$ cat config.mk
export PLATFORM = sky130hd
export DESIGN_NAME = qof_cross_lane
export DESIGN_NICKNAME = d
export VERILOG_FILES = /design/src/hw/rtl/qof_pkg.sv /design/src/hw/rtl/qof_cross_lane.sv
export SDC_FILE = /design/constraint.sdc
export NUM_CORES = 2
export LEC_CHECK = 0
export BUFFER_PORTS_ARGS = -buffer_cell sky130_fd_sc_hd__buf_2
export CAP_MARGIN = 10
export CORE_AREA = 10 10 512 514
export DETAILED_ROUTE_END_ITERATION = 16
export DIE_AREA = 0 0 522 524
export GPL_TIMING_DRIVEN = 0
export PLACE_DENSITY = 0.47
export REMOVE_ABC_BUFFERS = 1
export SLEW_MARGIN = 20
export SYNTH_ARGS = -nofsm -noshare
export SYNTH_HDL_FRONTEND = slang
export SYNTH_SLANG_ARGS = --single-unit
$ cat constraint.sdc
create_clock -name clk -period 19 [get_ports clk]
set_input_delay 2.85 -clock clk [delete_from_list [all_inputs] [get_ports clk]]
set_output_delay 2.85 -clock clk [all_outputs]
set_load 0.005 [all_outputs]
$ cat src/hw/rtl/qof_pkg.sv
// Shared types and constants for the quadrilateral orientation fixer.
`timescale 1ns / 1ps
`default_nettype none
package qof_pkg;

  localparam int unsigned CoordW  = 24;
  localparam int unsigned DiffW   = CoordW + 1;
  localparam int unsigned ProdW   = 2 * DiffW;
  localparam int unsigned CrossW  = ProdW + 1;
  localparam int unsigned TolW    = 50;
  localparam int unsigned NumLanes = 6;

  typedef logic [1:0] slot_t;

  typedef enum logic [2:0] {
    ST_UNCHANGED  = 3'd0,
    ST_REORDERED  = 3'd1,
    ST_NONZERO_Z  = 3'd2,
    ST_DEGENERATE = 3'd3,
    ST_NOT_CONVEX = 3'd4
  } status_t;

  typedef struct packed {
    logic s1;
    logic s2;
    logic s3;
    logic s4;
  } adv_t;

  typedef struct packed {
    logic pos;
    logic neg;
    logic degen;
  } lane_flags_t;

  // corner indices per lane: origin, first, second
  localparam slot_t LANE_O [NumLanes] = '{2'd1, 2'd2, 2'd3, 2'd0, 2'd0, 2'd1};
  localparam slot_t LANE_A [NumLanes] = '{2'd0, 2'd1, 2'd2, 2'd3, 2'd1, 2'd0};
  localparam slot_t LANE_B [NumLanes] = '{2'd2, 2'd3, 2'd0, 2'd1, 2'd3, 2'd2};

endpackage
`default_nettype wire

$ cat src/hw/rtl/qof_cross_lane.sv
// One cross product lane: differences, products, difference, sign and tolerance flags.
`timescale 1ns / 1ps
`default_nettype none
module qof_cross_lane
  import qof_pkg::*;
(
  input  wire logic                      clk,
  input  wire adv_t                      adv,
  input  wire logic signed [CoordW-1:0]  ox,
  input  wire logic signed [CoordW-1:0]  oy,
  input  wire logic signed [CoordW-1:0]  ax,
  input  wire logic signed [CoordW-1:0]  ay,
  input  wire logic signed [CoordW-1:0]  bx,
  input  wire logic signed [CoordW-1:0]  by,
  input  wire logic        [TolW-1:0]    tol,
  input  wire logic signed [CrossW-1:0]  neg_tol,
  output lane_flags_t                    flags
);

  logic signed [DiffW-1:0]  dax, day, dbx, dby;
  logic signed [ProdW-1:0]  p1, p2;
  logic signed [CrossW-1:0] d;
  logic signed [CrossW-1:0] pos_tol;

  assign pos_tol = $signed({1'b0, tol});

  always_ff @(posedge clk) begin
    if (adv.s1) begin
      dax <= $signed({ax[CoordW-1], ax}) - $signed({ox[CoordW-1], ox});
      day <= $signed({ay[CoordW-1], ay}) - $signed({oy[CoordW-1], oy});
      dbx <= $signed({bx[CoordW-1], bx}) - $signed({ox[CoordW-1], ox});
      dby <= $signed({by[CoordW-1], by}) - $signed({oy[CoordW-1], oy});
    end
    if (adv.s2) begin
      p1 <= dax * dby;
      p2 <= day * dbx;
    end
    if (adv.s3) begin
      d <= $signed({p1[ProdW-1], p1}) - $signed({p2[ProdW-1], p2});
    end
    if (adv.s4) begin
      flags.neg   <= d[CrossW-1];
      flags.pos   <= !d[CrossW-1] && (d != '0);
      flags.degen <= (d < pos_tol) && (d > neg_tol);
    end
  end

endmodule
`default_nettype wire

==> results.cfg <==
[run_status]
outcome = finished, final reports clean

[die]
initial_core_util = 0.250
fp.dieH_um = 524
io_pins = 253
core.rowCount = 184
die-area_um2 = 274000
coreArea_um2 = 251000
die_w_um = 522

[sta]
final_max_slew_viol_count = 0
rsz0062_at_grt = no
hold_violations = 0
slew_headroom = 0.220
post-route-min-period_ns = 8.97
skew_ns = 0.0284
setup_violations = 0
min_period_over_period = 0.472
tns_ns = 0
fmaxAchievable_mhz = 111
worst_pin_slew_ns = 1.17
fin_ws_ns = 10.03

[clocking]
cts.repair.resized = 0
root_buffer = clkbuf_16
cts_hold_buf = 0
clk_pin_slew_ns = 0.06
cts_tree = yes
cts_buffer_depth = 3
clk-insertion-delay-late_ns = 0.59
cts_buffers = 36
cts_setup_buffers = 0
h-tree-depth = 2
clock_sinks = 254

[routing]
post-route-drc-count = 0
postRouteAntennaNets = 0
drtIter0Drc = 2467
routed-via-count = 44900
vias_per_cell = 4.44
drt-total-wl_um = 200000
post_drt_wl_per_cell_um = 19.7
first_pass_iters = 5

[place]
hpwl_um = 173000
place.port_buffers = 252
post_dp_cell_area_um2 = 68900
place_ws_ns = 9.89
place_congestion = 0.875

[logic_synthesis]
synthMuxAreaShare = 0.000160
yosys.cell_types.count = 86
yosys_warnings = 0
yosysTopAreaCell = fa_1
synth_compound_gate_area_share = 0.0707
synth_edf_count = 254
synth_top_family_by_area = adder cells
ys.flop_type = edfxtp_1
syn_inst = 6564
synthAdderAreaFrac = 0.527
syn_area_um2 = 62700
yosys.area_share.simple = 0.142
synth_area_leaders = fa_1 42%, edfxtp_1 12%, ha_1 11%
avgSynthCellArea_um2 = 9.55
ys_seq_area_frac = 0.122
yosys.area.top_type_share = 0.422
async_flop_share = 0
synthXorXnorAreaFrac = 0.0320
ys_ff_latch = 254

[worst_setup_path]
r2r_slack_ns = 10.03
crit_path_end_kind = register
worstPathRequired_ns = 19.26
slowest_delay_ns = 0.84
cp.arrival_ns = 9.23
worst-path-max-fanout = 13
cp_slowest_cell = edfxtp_1
r2r_cells = 26
worst-setup-path-type = register to register
r2r_end = p1[43]
crit-reg2reg-launch = dax[16]
cp_common_cell = fa_1
start_kind = register

[worst_hold_path]
hold_path.class = register to register
hold_path_end = d[0]
hold-path-cell-count = 2
hold_start = p2[0]

[grt]
grt_pass1_wl_um = 308000
grt_pass1_vias = 49600
antenna_found_initial = 11
met1_usage = 0.194
grt_max_degree = 67
grt.busiest_layer = met2
grt-ovfl-total = 0
gr-usage-all-layers = 0.146
met3_usage = 0.0180
grt_util_met2 = 0.247

[cells_and_area]
nets = 8841
syn_to_final_growth_pct = 12.4
final_cell_mix = 1554 x inv_1, 1320 x fa_1, 708 x nand2_1
nFillCells = 26500
mostFrequentLayoutCell = inv_1
drive_gt1_frac = 0.0674
final_util = 0.280
finish.instance_area_um2 = 70400

[run]
cap_violations = 0
[cell type report]
cell class / instances / area, um^2 / share of cell area
diodes: 3 / 7.51 / 0.000107
repair buffers: 360 / 3090 / 0.0439
well taps: 3348 / 4190 / 0.0595
inverters: 1556 / 5840 / 0.0829
flip-flops and latches: 254 / 7630 / 0.108
multi-input cells: 4534 / 48400 / 0.687
clock inverters: 22 / 308 / 0.00437
clock buffers: 41 / 962 / 0.0137
[cells in the mapped netlist, drive strengths merged (5+ instances only)]
library cell  number
nand4             36
nand2b            56
edfxtp           254
a221oi             6
or3                8
nand3             38
o31a               7
nand2            708
and3              22
a21boi            11
a21o             117
a21oi            219
nor3              42
clkbuf           219
o211ai             8
a31o               5
o21bai            23
xor2              52
o21ai            135
nor4              21
a211oi            13
inv             1554
a211o              9
xnor2            177
a31oi             17
nor2             159
fa              1321
nor2b             53
and2             612
a2111oi            6
ha               528
o21a              33
o31ai             14
o211a              5
o2111ai            8
[logic make-up (layout without fill, tap and decap cells)]
| logic type | Yosys count | after routing |
|---|---|---|
| compound gates | 680 | 680 |
| buf+inv | 1776 | 1979 |
| simple gates | 1775 | 1775 |
| fa+ha+maj | 1849 | 1849 |
| mux | 1 | 1 |
| other cells | 0 | 3 |
| xor+xnor | 229 | 229 |
| flops | 254 | 254 |
[worst max-delay path, delay by kind of cell (launching register included)]
kind                       cells  cell delay [ns]
AOI/OAI and AO/OA              4             1.82
and+or+nand+nor                7             1.37
adders and majority gates      8             3.98
buffers and inverters          7             0.60
DFF                            1             0.84
[sequential cells by signal, summed over array words and instances, names as in the netlist]
| name | flops |
|---|---|
| p1 | 50 |
| dbx | 25 |
| day | 25 |
| dby | 25 |
| p2 | 50 |
| d | 51 |
| flags | 3 |
| dax | 25 |
[through the flow]
step | std cells | hold slack [ns]
3_5_place_dp | 10000 | 0.697
2_1_floorplan | 6344 | 0.486
4_1_cts | 10100 | 0.712
6_report | 10100 | 0.708
3_3_place_gp | 9944 | 0.718
5_1_grt | 10100 | 0.765
[how the worst max path moves through the flow]
stage	startpoint	end	slack, ns	depth (start not counted)
6_report	dax[16]	p1[43]	10.03	26
3_5_place_dp	dby[2]	p1[43]	9.89	25
5_1_grt	dax[15]	p1[43]	9.54	26
2_1_floorplan	dby[4]	p1[48]	12.00	27
3_3_place_gp	dax[13]	p1[43]	9.57	26
4_1_cts	dby[2]	p1[43]	9.81	25
[metal layers]
metal	vias to the layer above	wire length (um)
li1	20300	-
met4	0	8550
met2	1124	93900
met5	-	0
met3	244	9320
met1	23200	87700
Power is left out: the tool's default activity adds up to more than one toggle a clock period on the data nets, which glitch-free logic cannot reach.
