**config.mk**
```make
export PLATFORM = sky130hd
export DESIGN_NAME = qof_merge
export DESIGN_NICKNAME = d
export VERILOG_FILES = /design/src/hw/rtl/qof_pkg.sv /design/src/hw/rtl/qof_merge.sv
export SDC_FILE = /design/constraint.sdc
export NUM_CORES = 1
export LEC_CHECK = 0
export BUFFER_PORTS_ARGS = -buffer_cell sky130_fd_sc_hd__buf_2
export CAP_MARGIN = 5
export CORE_AREA = 2 2 39 41
export DETAILED_ROUTE_END_ITERATION = 8
export DIE_AREA = 0 0 41 43
export GPL_ROUTABILITY_DRIVEN = 0
export PLACE_DENSITY_LB_ADDON = 0.3
export SLEW_MARGIN = 20
export SYNTH_ARGS = -nofsm -noshare
export SYNTH_HDL_FRONTEND = slang
export SYNTH_SLANG_ARGS = --single-unit
```
**constraint.sdc**
```tcl
create_clock -name vclk -period 2.05
set_input_delay 0.1025 -clock vclk [all_inputs]
set_output_delay 0.1025 -clock vclk [all_outputs]
set_load 0.05 [all_outputs]
```
**src/hw/rtl/qof_pkg.sv**
```systemverilog
// Shared types and constants for the quadrilateral orientation fixer.
`timescale 1ns / 1ps
`default_nettype none
package qof_pkg;

  localparam int unsigned CoordW  = 24;
  localparam int unsigned DiffW   = CoordW + 1;
  localparam int unsigned ProdW   = 2 * DiffW;
  localparam int unsigned CrossW  = ProdW + 1;
  localparam int unsigned TolW    = 50;
  localparam int unsigned NumLanes = 6;

  typedef logic [1:0] slot_t;

  typedef enum logic [2:0] {
    ST_UNCHANGED  = 3'd0,
    ST_REORDERED  = 3'd1,
    ST_NONZERO_Z  = 3'd2,
    ST_DEGENERATE = 3'd3,
    ST_NOT_CONVEX = 3'd4
  } status_t;

  typedef struct packed {
    logic s1;
    logic s2;
    logic s3;
    logic s4;
  } adv_t;

  typedef struct packed {
    logic pos;
    logic neg;
    logic degen;
  } lane_flags_t;

  // corner indices per lane: origin, first, second
  localparam slot_t LANE_O [NumLanes] = '{2'd1, 2'd2, 2'd3, 2'd0, 2'd0, 2'd1};
  localparam slot_t LANE_A [NumLanes] = '{2'd0, 2'd1, 2'd2, 2'd3, 2'd1, 2'd0};
  localparam slot_t LANE_B [NumLanes] = '{2'd2, 2'd3, 2'd0, 2'd1, 2'd3, 2'd2};

endpackage
`default_nettype wire

```
**src/hw/rtl/qof_merge.sv**
```systemverilog
// Merge of lane flags into the slot order and status.
`timescale 1ns / 1ps
`default_nettype none
module qof_merge
  import qof_pkg::*;
(
  input  wire lane_flags_t  lane [NumLanes],
  input  wire logic         zbad,
  output slot_t             slot0,
  output slot_t             slot1,
  output slot_t             slot2,
  output slot_t             slot3,
  output status_t           status
);

  logic [2:0] count;
  logic       degen4;
  logic       degen_sel;
  logic       d1n, d1p, d2n, d2p;

  assign count = {2'b00, lane[0].pos} + {2'b00, lane[1].pos}
               + {2'b00, lane[2].pos} + {2'b00, lane[3].pos};
  assign degen4    = lane[0].degen || lane[1].degen || lane[2].degen || lane[3].degen;
  assign degen_sel = lane[4].degen || lane[5].degen;
  assign d1n = lane[4].neg;
  assign d1p = lane[4].pos;
  assign d2n = lane[5].neg;
  assign d2p = lane[5].pos;

  always_comb begin
    slot0  = 2'd0;
    slot1  = 2'd1;
    slot2  = 2'd2;
    slot3  = 2'd3;
    status = ST_UNCHANGED;
    if (zbad) begin
      status = ST_NONZERO_Z;
    end else if (degen4) begin
      status = ST_DEGENERATE;
    end else begin
      case (count)
        3'd1, 3'd3: status = ST_NOT_CONVEX;
        3'd2: begin
          if (degen_sel) begin
            status = ST_DEGENERATE;
          end else begin
            status = ST_REORDERED;
            if (d1n && d2n) begin
              slot0 = 2'd3;
              slot3 = 2'd0;
            end else if (d1n && d2p) begin
              slot0 = 2'd1;
              slot1 = 2'd0;
            end else if (d1p && d2n) begin
              slot2 = 2'd3;
              slot3 = 2'd2;
            end else begin
              slot1 = 2'd2;
              slot2 = 2'd1;
            end
          end
        end
        3'd4: begin
          status = ST_REORDERED;
          slot0  = 2'd3;
          slot1  = 2'd2;
          slot2  = 2'd1;
          slot3  = 2'd0;
        end
        default: status = ST_UNCHANGED;
      endcase
    end
  end

endmodule
`default_nettype wire

```
==> impl_metrics.ini, run 1 <==
[sta]
timing.final.crit_share_pct = 103
maxSlewViolCount = 0
whs_ps = 544
worstMarginPinSlew_ps = 574
max_slew_margin_pct = 61.7
setup_ws_ps = -61.6
setup_viol = 7
hold_viol = 0
max_freq_mhz = 474
rsz0062_at_grt = yes
period_needed_ps = 2110

[cts]
hold_buffers = 0

[critical_path]
setup.worst_path.class = in -> out
worst_setup_path_end_kind = output pin
critPathArrivalTime_ps = 2010
cp_max_fo = 6
start_kind = input port
crit_required_ps = 1950

[detailed_routing]
drtIter0Drc = 4
vias = 371
drc = 0
routed_wl_um = 798
vias_per_cell = 4.64
wl_per_cell_um = 9.98
ant_nets = 0
dr.pass1.iters = 4

[power_and_ir_drop]
clkPwrFrac_pct = 0
p_comb_share_pct = 100.0
switching_share_pct = 48.3
power_density_nw_per_um2 = 205
p_sw_w = 0.0000556
p_leak_nw = 0.212
intPower_w = 0.0000596
ir_worst_vdd_mv = 0.0728
seq_power_share_pct = 0

[floorplan]
initial_utilization_pct = 18.4
core-area_sq_um = 1380
dieArea_sq_um = 1760
fp-row-count = 14
die_y_um = 43
die_x_um = 41
io_pins = 30

[logic_synthesis]
synth_simple_gate_area_share_pct = 35.5
ys.warnings.count = 0
yosys.area.top_type = a21o_1
synth.cell_area_sq_um = 254
synth_compound_area_share_pct = 36.9
yosys.area.top_type_share_pct = 11.8
postSynthAreaPerCell_sq_um = 7.47
synth_fa_ha_area_share_pct = 17.7
synth_nets = 56
ys_seq_area_share_pct = 0
yosys-top-cells-area = a21o_1 (12%), ha_1 (9.9%), fa_1 (7.9%)
yosysUniqueCellTypes = 21
synthMuxAreaShare_pct = 0
syn_inst = 34
synth_top_family_by_area = compound AO/OA/AOI/OAI gates
synth_xor_xnor_area_share_pct = 3.45

[cells_and_area]
antenna_cells = 0
design.seq.count = 0
area_growth_pct = 121
fin_nets = 88
finalNonFillerCells = 80
ff_latch_area_sq_um = 0
utilization_pct = 40.6
nClkBuffers = 0
drive_above_1_share_pct = 64.1

[grt]
grt_usage_pct = 9.02
overflow = 0
grt_first_pass_wirelength_um = 1170
antenna_found_initial = 0
grt_max_degree = 9
grt_pass1_vias = 292

[place]
dp_cells = 79
io_buffers = 26
dpl.hpwl_um = 655

[min_path]
hp-class = in -> out

[outcome]
status = complete, but fails checks
violations = negative setup slack

[run]
cap_violations = 0
## power by group through the flow
stage / sequential (W) / clock, W / combinational [W]
finish: 0 / 0 / 0.000115
global route: 0 / 0 / 0.000126
CTS: 0 / 0 / 0.000111
detailed placement: 0 / 0 / 0.000100
global placement: 0 / 0 / 0.0000987
floorplan: 0 / 0 / 0.0000547
## cell usage after synthesis
| cell | number |
|---|---|
| ha_1 | 2 |
| nand2_1 | 2 |
| nand2b_1 | 1 |
| o21a_1 | 1 |
| nor2_1 | 2 |
| a21oi_2 | 1 |
| or3b_1 | 1 |
| nand3_1 | 2 |
| nor4_2 | 1 |
| nand4_1 | 2 |
| clkbuf_2 | 1 |
| buf_6 | 1 |
| nor2b_1 | 1 |
| nor3b_2 | 1 |
| and2_1 | 1 |
| o2111ai_1 | 2 |
| xnor2_1 | 1 |
| a21o_1 | 4 |
| a21oi_1 | 3 |
| o21ai_0 | 3 |
| fa_1 | 1 |
## placed cells by master, fill, tap and decap left out, drive strengths merged
master and n:
a21o 4, a21oi 4, and2 1, buf 32, fa 1, ha 2, nand2 2, nand2b 1
nand3 2, nand4 2, nor2 2, nor2b 1, nor3b 1, nor4 1, o2111ai 2, o21a 1
o21ai 3, or3b 1, xnor2 1
## metrics by stage
step	total power, W	worst slack, ps	TNS (ps)	area [sq um]
detailed placement	0.000100	-225	-1390	469
global placement	0.0000987	-181	-1160	469
global route	0.000126	-121	-722	562
finish	0.000115	-61.6	-193	562
floorplan	0.0000547	-22.4	-41.0	298
CTS	0.000111	-82.5	-348	544
## cell families after synthesis
family                     after synthesis
xor gates and xnor gates                 1
adders and majority gates                3
AOI/OAI and AO/OA                       14
buffers and inverters                    2
and+or+nand+nor                         14
## path summary, 6_finish.rpt
path / startpoint / to / slack (ps) / depth (start not counted)
max: lane[17] / slot2[1] / -60 / 9
min: zbad / status[0] / 540 / 3
## final cells by class
cell class / instances / area [sq um]
Tap cell: 16 / 20.0
Fill cell: 144 / 822
Multi-Input combinational cell: 32 / 297
Timing Repair Buffer: 32 / 245
## layer usage
| metal | wire length [um] | global-route usage, % | vias up |
|---|---|---|---|
| li1 | - | - | 191 |
| met1 | 337 | 13.1 | 163 |
| met2 | 398 | 15.3 | 17 |
| met3 | 62 | 0 | 0 |
| met4 | 0 | 0 | 0 |
| met5 | 0 | 0 | - |
## worst max-delay path, cell delays in order
cell,delay (ps)
buf_6,90
fa_1,470
ha_2,200
ha_4,260
nor3b_2,150
buf_4,160
nand4_1,180
a21o_1,250
buf_6,150
## timing repair
| action | CTS | global route |
|---|---|---|
| pin swaps | 7 | 3 |
| setup buffers | 0 | 1 |
| endpoints found under the hold margin | 0 | 0 |
| resized for setup | 20 | 4 |
| endpoints found under the setup margin | 8 | 8 |
(Power assumes the default switching activity.)
==> inputs of run 2 (changes only) <==
Settings changed: PLACE_DENSITY set to 0.62, PLACE_DENSITY_LB_ADDON 0.3 to unset.
==> impl_metrics.ini, run 2 (synthesized netlist as in run 1, its figures left out) <==
[grt]
grt_first_pass_wirelength_um = 1350
antenna_found_initial = 0
grt_max_degree = 9
grt_usage_pct = 10.0
overflow = 0
grt_pass1_vias = 339

[sta]
maxSlewViolCount = 0
setup_viol = 7
timing.final.crit_share_pct = 102
whs_ps = 547
worstMarginPinSlew_ps = 538
rsz0062_at_grt = yes
max_slew_margin_pct = 64.1
period_needed_ps = 2090
setup_ws_ps = -37.7
hold_viol = 0
max_freq_mhz = 479

[min_path]
min_from = zbad
hp-class = in -> out
min_path_cells = 3
hold_path_end = status[0]

[cells_and_area]
area_growth_pct = 119
fin_nets = 87
mostFrequentLayoutCells = buf_2 (16), buf_6 (11), a21o_1 (4), a21oi_4 (4), buf_4 (4)
antenna_cells = 0
ff_latch_area_sq_um = 0
design.seq.count = 0
finish.instance_area_sq_um = 557
mostFrequentLayoutCell = buf_2
drive_above_1_share_pct = 63.5
nClkBuffers = 0

[floorplan]
initial_utilization_pct = 18.4
core-area_sq_um = 1380
fp-row-count = 14
dieArea_sq_um = 1760
io_pins = 30
die_x_um = 41
die_y_um = 43

[critical_path]
crit_chain = buf_6 > fa_1 > ha_2 > ha_4 > nor3b_4 > buf_6 > nand4_1 > a21o_1 > buf_6
crit_required_ps = 1950
start_kind = input port
setup.worst_path.class = in -> out
cp_max_fo = 7
worst_setup_path_end_kind = output pin
cpPeakStageDelay_ps = 470
cp_slowest_cell = fa_1
timing.critical_path.mode_cell = buf_6
critPathArrivalTime_ps = 1990

[detailed_routing]
wl_per_cell_um = 10.1
routed_wl_um = 800
dr.pass1.iters = 3
drc = 0
drtIter0Drc = 3
vias_per_cell = 4.70
ant_nets = 0
vias = 371

[place]
io_buffers = 26
post_dp_cell_area_sq_um = 462
dpl.hpwl_um = 678

[run]
cap_violations = 0

[outcome]
status = complete, but fails checks
violations = negative setup slack

[power_and_ir_drop]
ir_worst_vdd_mv = 0.140
p_total_w = 0.000124
p_leak_nw = 0.206
power_density_nw_per_um2 = 223

[cts]
hold_buffers = 0
run 2: cell types whose count changed in the layout (fill, tap and decap cells not counted):
cell | previous run | this run
buf_4 | 5 | 4
buf_6 | 10 | 11
buf_8 | 1 | 0
nor3b_2 | 1 | 0
nor3b_4 | 0 | 1
run 2: area by class of cell:
| cell class | instances | area [sq um] |
|---|---|---|
| fillers | 149 | 827 |
| multi-input cells | 32 | 303 |
| repair buffers | 31 | 234 |
| well taps | 16 | 20.0 |
run 2: timing repair:
action                     in CTS  in global routing
gates resized for setup        20                  4
setup endpoints to repair       8                  9
buffers inserted                1                  0
pin swaps                       8                  3
run 2: metal layers:
layer | routed length (um) | up-vias | GRT usage (%)
li1 | - | 191 | -
met1 | 340 | 160 | 15.3
met2 | 387 | 20 | 16.3
met3 | 73 | 0 | 0
met4 | 0 | 0 | 0
met5 | 0 | - | 0
run 2: worst max-delay path: cells and delay by family:
kind,cells,cell delay (ps)
adders and majority gates,3,940
AOI/OAI and AO/OA,1,240
buffers and inverters,3,380
and+or+nand+nor,2,330
run 2: metrics by stage:
stage / setup TNS, ps / worst slack, ps / utilization (%) / instances
global route: -554 / -103 / 40.2 / 79
finish: -148 / -37.7 / 40.2 / 79
global placement: -1070 / -165 / 33.4 / 78
detailed placement: -1340 / -197 / 33.4 / 78
floorplan: -41.0 / -22.4 / - / 34
CTS: -269 / -57.7 / 39.3 / 79
run 2: report_power, final:
group | switching, W | internal, W
logic | 0.0000589 | 0.0000651
registers | 0 | 0
clock network | 0 | 0
run 2: how the worst max path moves through the flow:
| stage | start | end | cells after the start |
|---|---|---|---|
| after CTS | lane[17] | slot2[1] | 9 |
| after global routing | lane[17] | slot3[1] | 9 |
| after global placement | lane[8] | slot0[0] | 8 |
| after floorplan | lane[8] | slot1[1] | 6 |
| after detailed placement | lane[8] | slot0[0] | 8 |
| final | lane[17] | slot3[1] | 9 |
==> inputs of run 3 (changes only) <==
Settings changed: PLACE_DENSITY 0.62 to 0.58, REMOVE_ABC_BUFFERS set to 1.
==> impl_metrics.ini, run 3 (synthesized netlist as in run 1, its figures left out) <==
[cells_and_area]
antenna_cells = 0
nClkBuffers = 0
mostFrequentLayoutCell = buf_2
design.seq.count = 0
mostFrequentLayoutCells = buf_2 (15), buf_6 (8), buf_4 (6)
drive_above_1_share_pct = 59.7
fin_nets = 86
area_growth_pct = 95.6
ff_latch_area_sq_um = 0

[sta]
timing.final.crit_share_pct = 99.9
maxSlewViolCount = 0
max_freq_mhz = 488
setup_viol = 0
rsz0062_at_grt = yes
hold_viol = 0
worstMarginPinSlew_ps = 400
whs_ps = 541
setup_ws_ps = 1.87
period_needed_ps = 2050
max_slew_margin_pct = 73.3

[grt]
overflow = 0
grt_usage_pct = 9.21
grt_pass1_vias = 296
grt_first_pass_wirelength_um = 1210
antenna_found_initial = 0
grt_max_degree = 9

[detailed_routing]
drc = 0
wl_per_cell_um = 10.1
vias_per_cell = 4.46
dr.pass1.iters = 2
vias = 348
routed_wl_um = 788
ant_nets = 0
drtIter0Drc = 1

[place]
io_buffers = 26
dpl.hpwl_um = 674
place_worst_setup_slack_ps = -190

[min_path]
hp-class = in -> out
min_from = zbad

[critical_path]
start_kind = input port
worst_setup_path_end_kind = output pin
cp_max_fo = 7
critPathArrivalTime_ps = 1950
crit_path_start = lane[17]
setup.worst_path.class = in -> out
crit_required_ps = 1950

[floorplan]
io_pins = 30
fp-row-count = 14
core-area_sq_um = 1380
dieArea_sq_um = 1760
initial_utilization_pct = 18.4
die_x_um = 41
die_y_um = 43

[power_and_ir_drop]
p_leak_nw = 0.199
power_density_nw_per_um2 = 224
ir_worst_vdd_mv = 0.116

[cts]
hold_buffers = 0

[outcome]
status = finished clean

[run]
cap_violations = 0
-- run 3: cell types whose count changed in the layout (fill, tap and decap cells not counted), moves of 2 or more --
| cell | delta |
|---|---|
| buf_6 | -3 |
| a21oi_2 | +2 |
| a21oi_1 | +2 |
| buf_4 | +2 |
| a21oi_4 | -4 |
-- run 3: routing by layer --
| metal | global-route usage, % | wire (um) |
|---|---|---|
| met3 | 0 | 55 |
| met1 | 16.2 | 415 |
| met2 | 12.8 | 317 |
| met4 | 0 | 0 |
| met5 | 0 | 0 |
-- run 3: final timing paths --
check                 depth (start not counted)  slack, ps   endpoint
worst max-delay path                          9          2   slot1[1]
worst min-delay path                          3        540  status[0]
-- run 3: what timing repair did --
action                                  4_1_cts  5_1_grt
pin swaps                                     7        8
gates resized for setup                      13       13
endpoints found under the setup margin        9       10
setup buffers                                 1        0
hold endpoints to repair                      0        0
cloned                                        0        0
-- run 3: cell type report --
cell class	instances	area, sq um
Tap cell	16	20.0
Multi-Input combinational cell	32	259
Timing Repair Buffer	30	218
Fill cell	149	887
-- run 3: report_power, final --
part | internal [W] | total (W) | switching (W)
Combinational | 0.0000583 | 0.000111 | 0.0000529
Sequential | 0 | 0 | 0
Clock | 0 | 0 | 0
-- run 3: through the flow --
step	TNS, ps	instances	utilization, %	area, sq um	power (W)
after global routing	-499	78	35.9	497	0.000122
after floorplan	-1270	32	-	238	0.0000485
after detailed placement	-1190	77	29.7	410	0.0000942
final	0	78	35.9	497	0.000111
after global placement	-1060	77	29.7	410	0.0000918
after CTS	-15.2	78	33.8	468	0.000111
-- run 3: worst max-delay path, cell delays in order --
cell	delay, ps
buf_6	90
fa_1	470
ha_2	200
ha_4	260
nor3b_2	140
buf_4	160
nand4_1	120
a21oi_1	180
buf_4	220
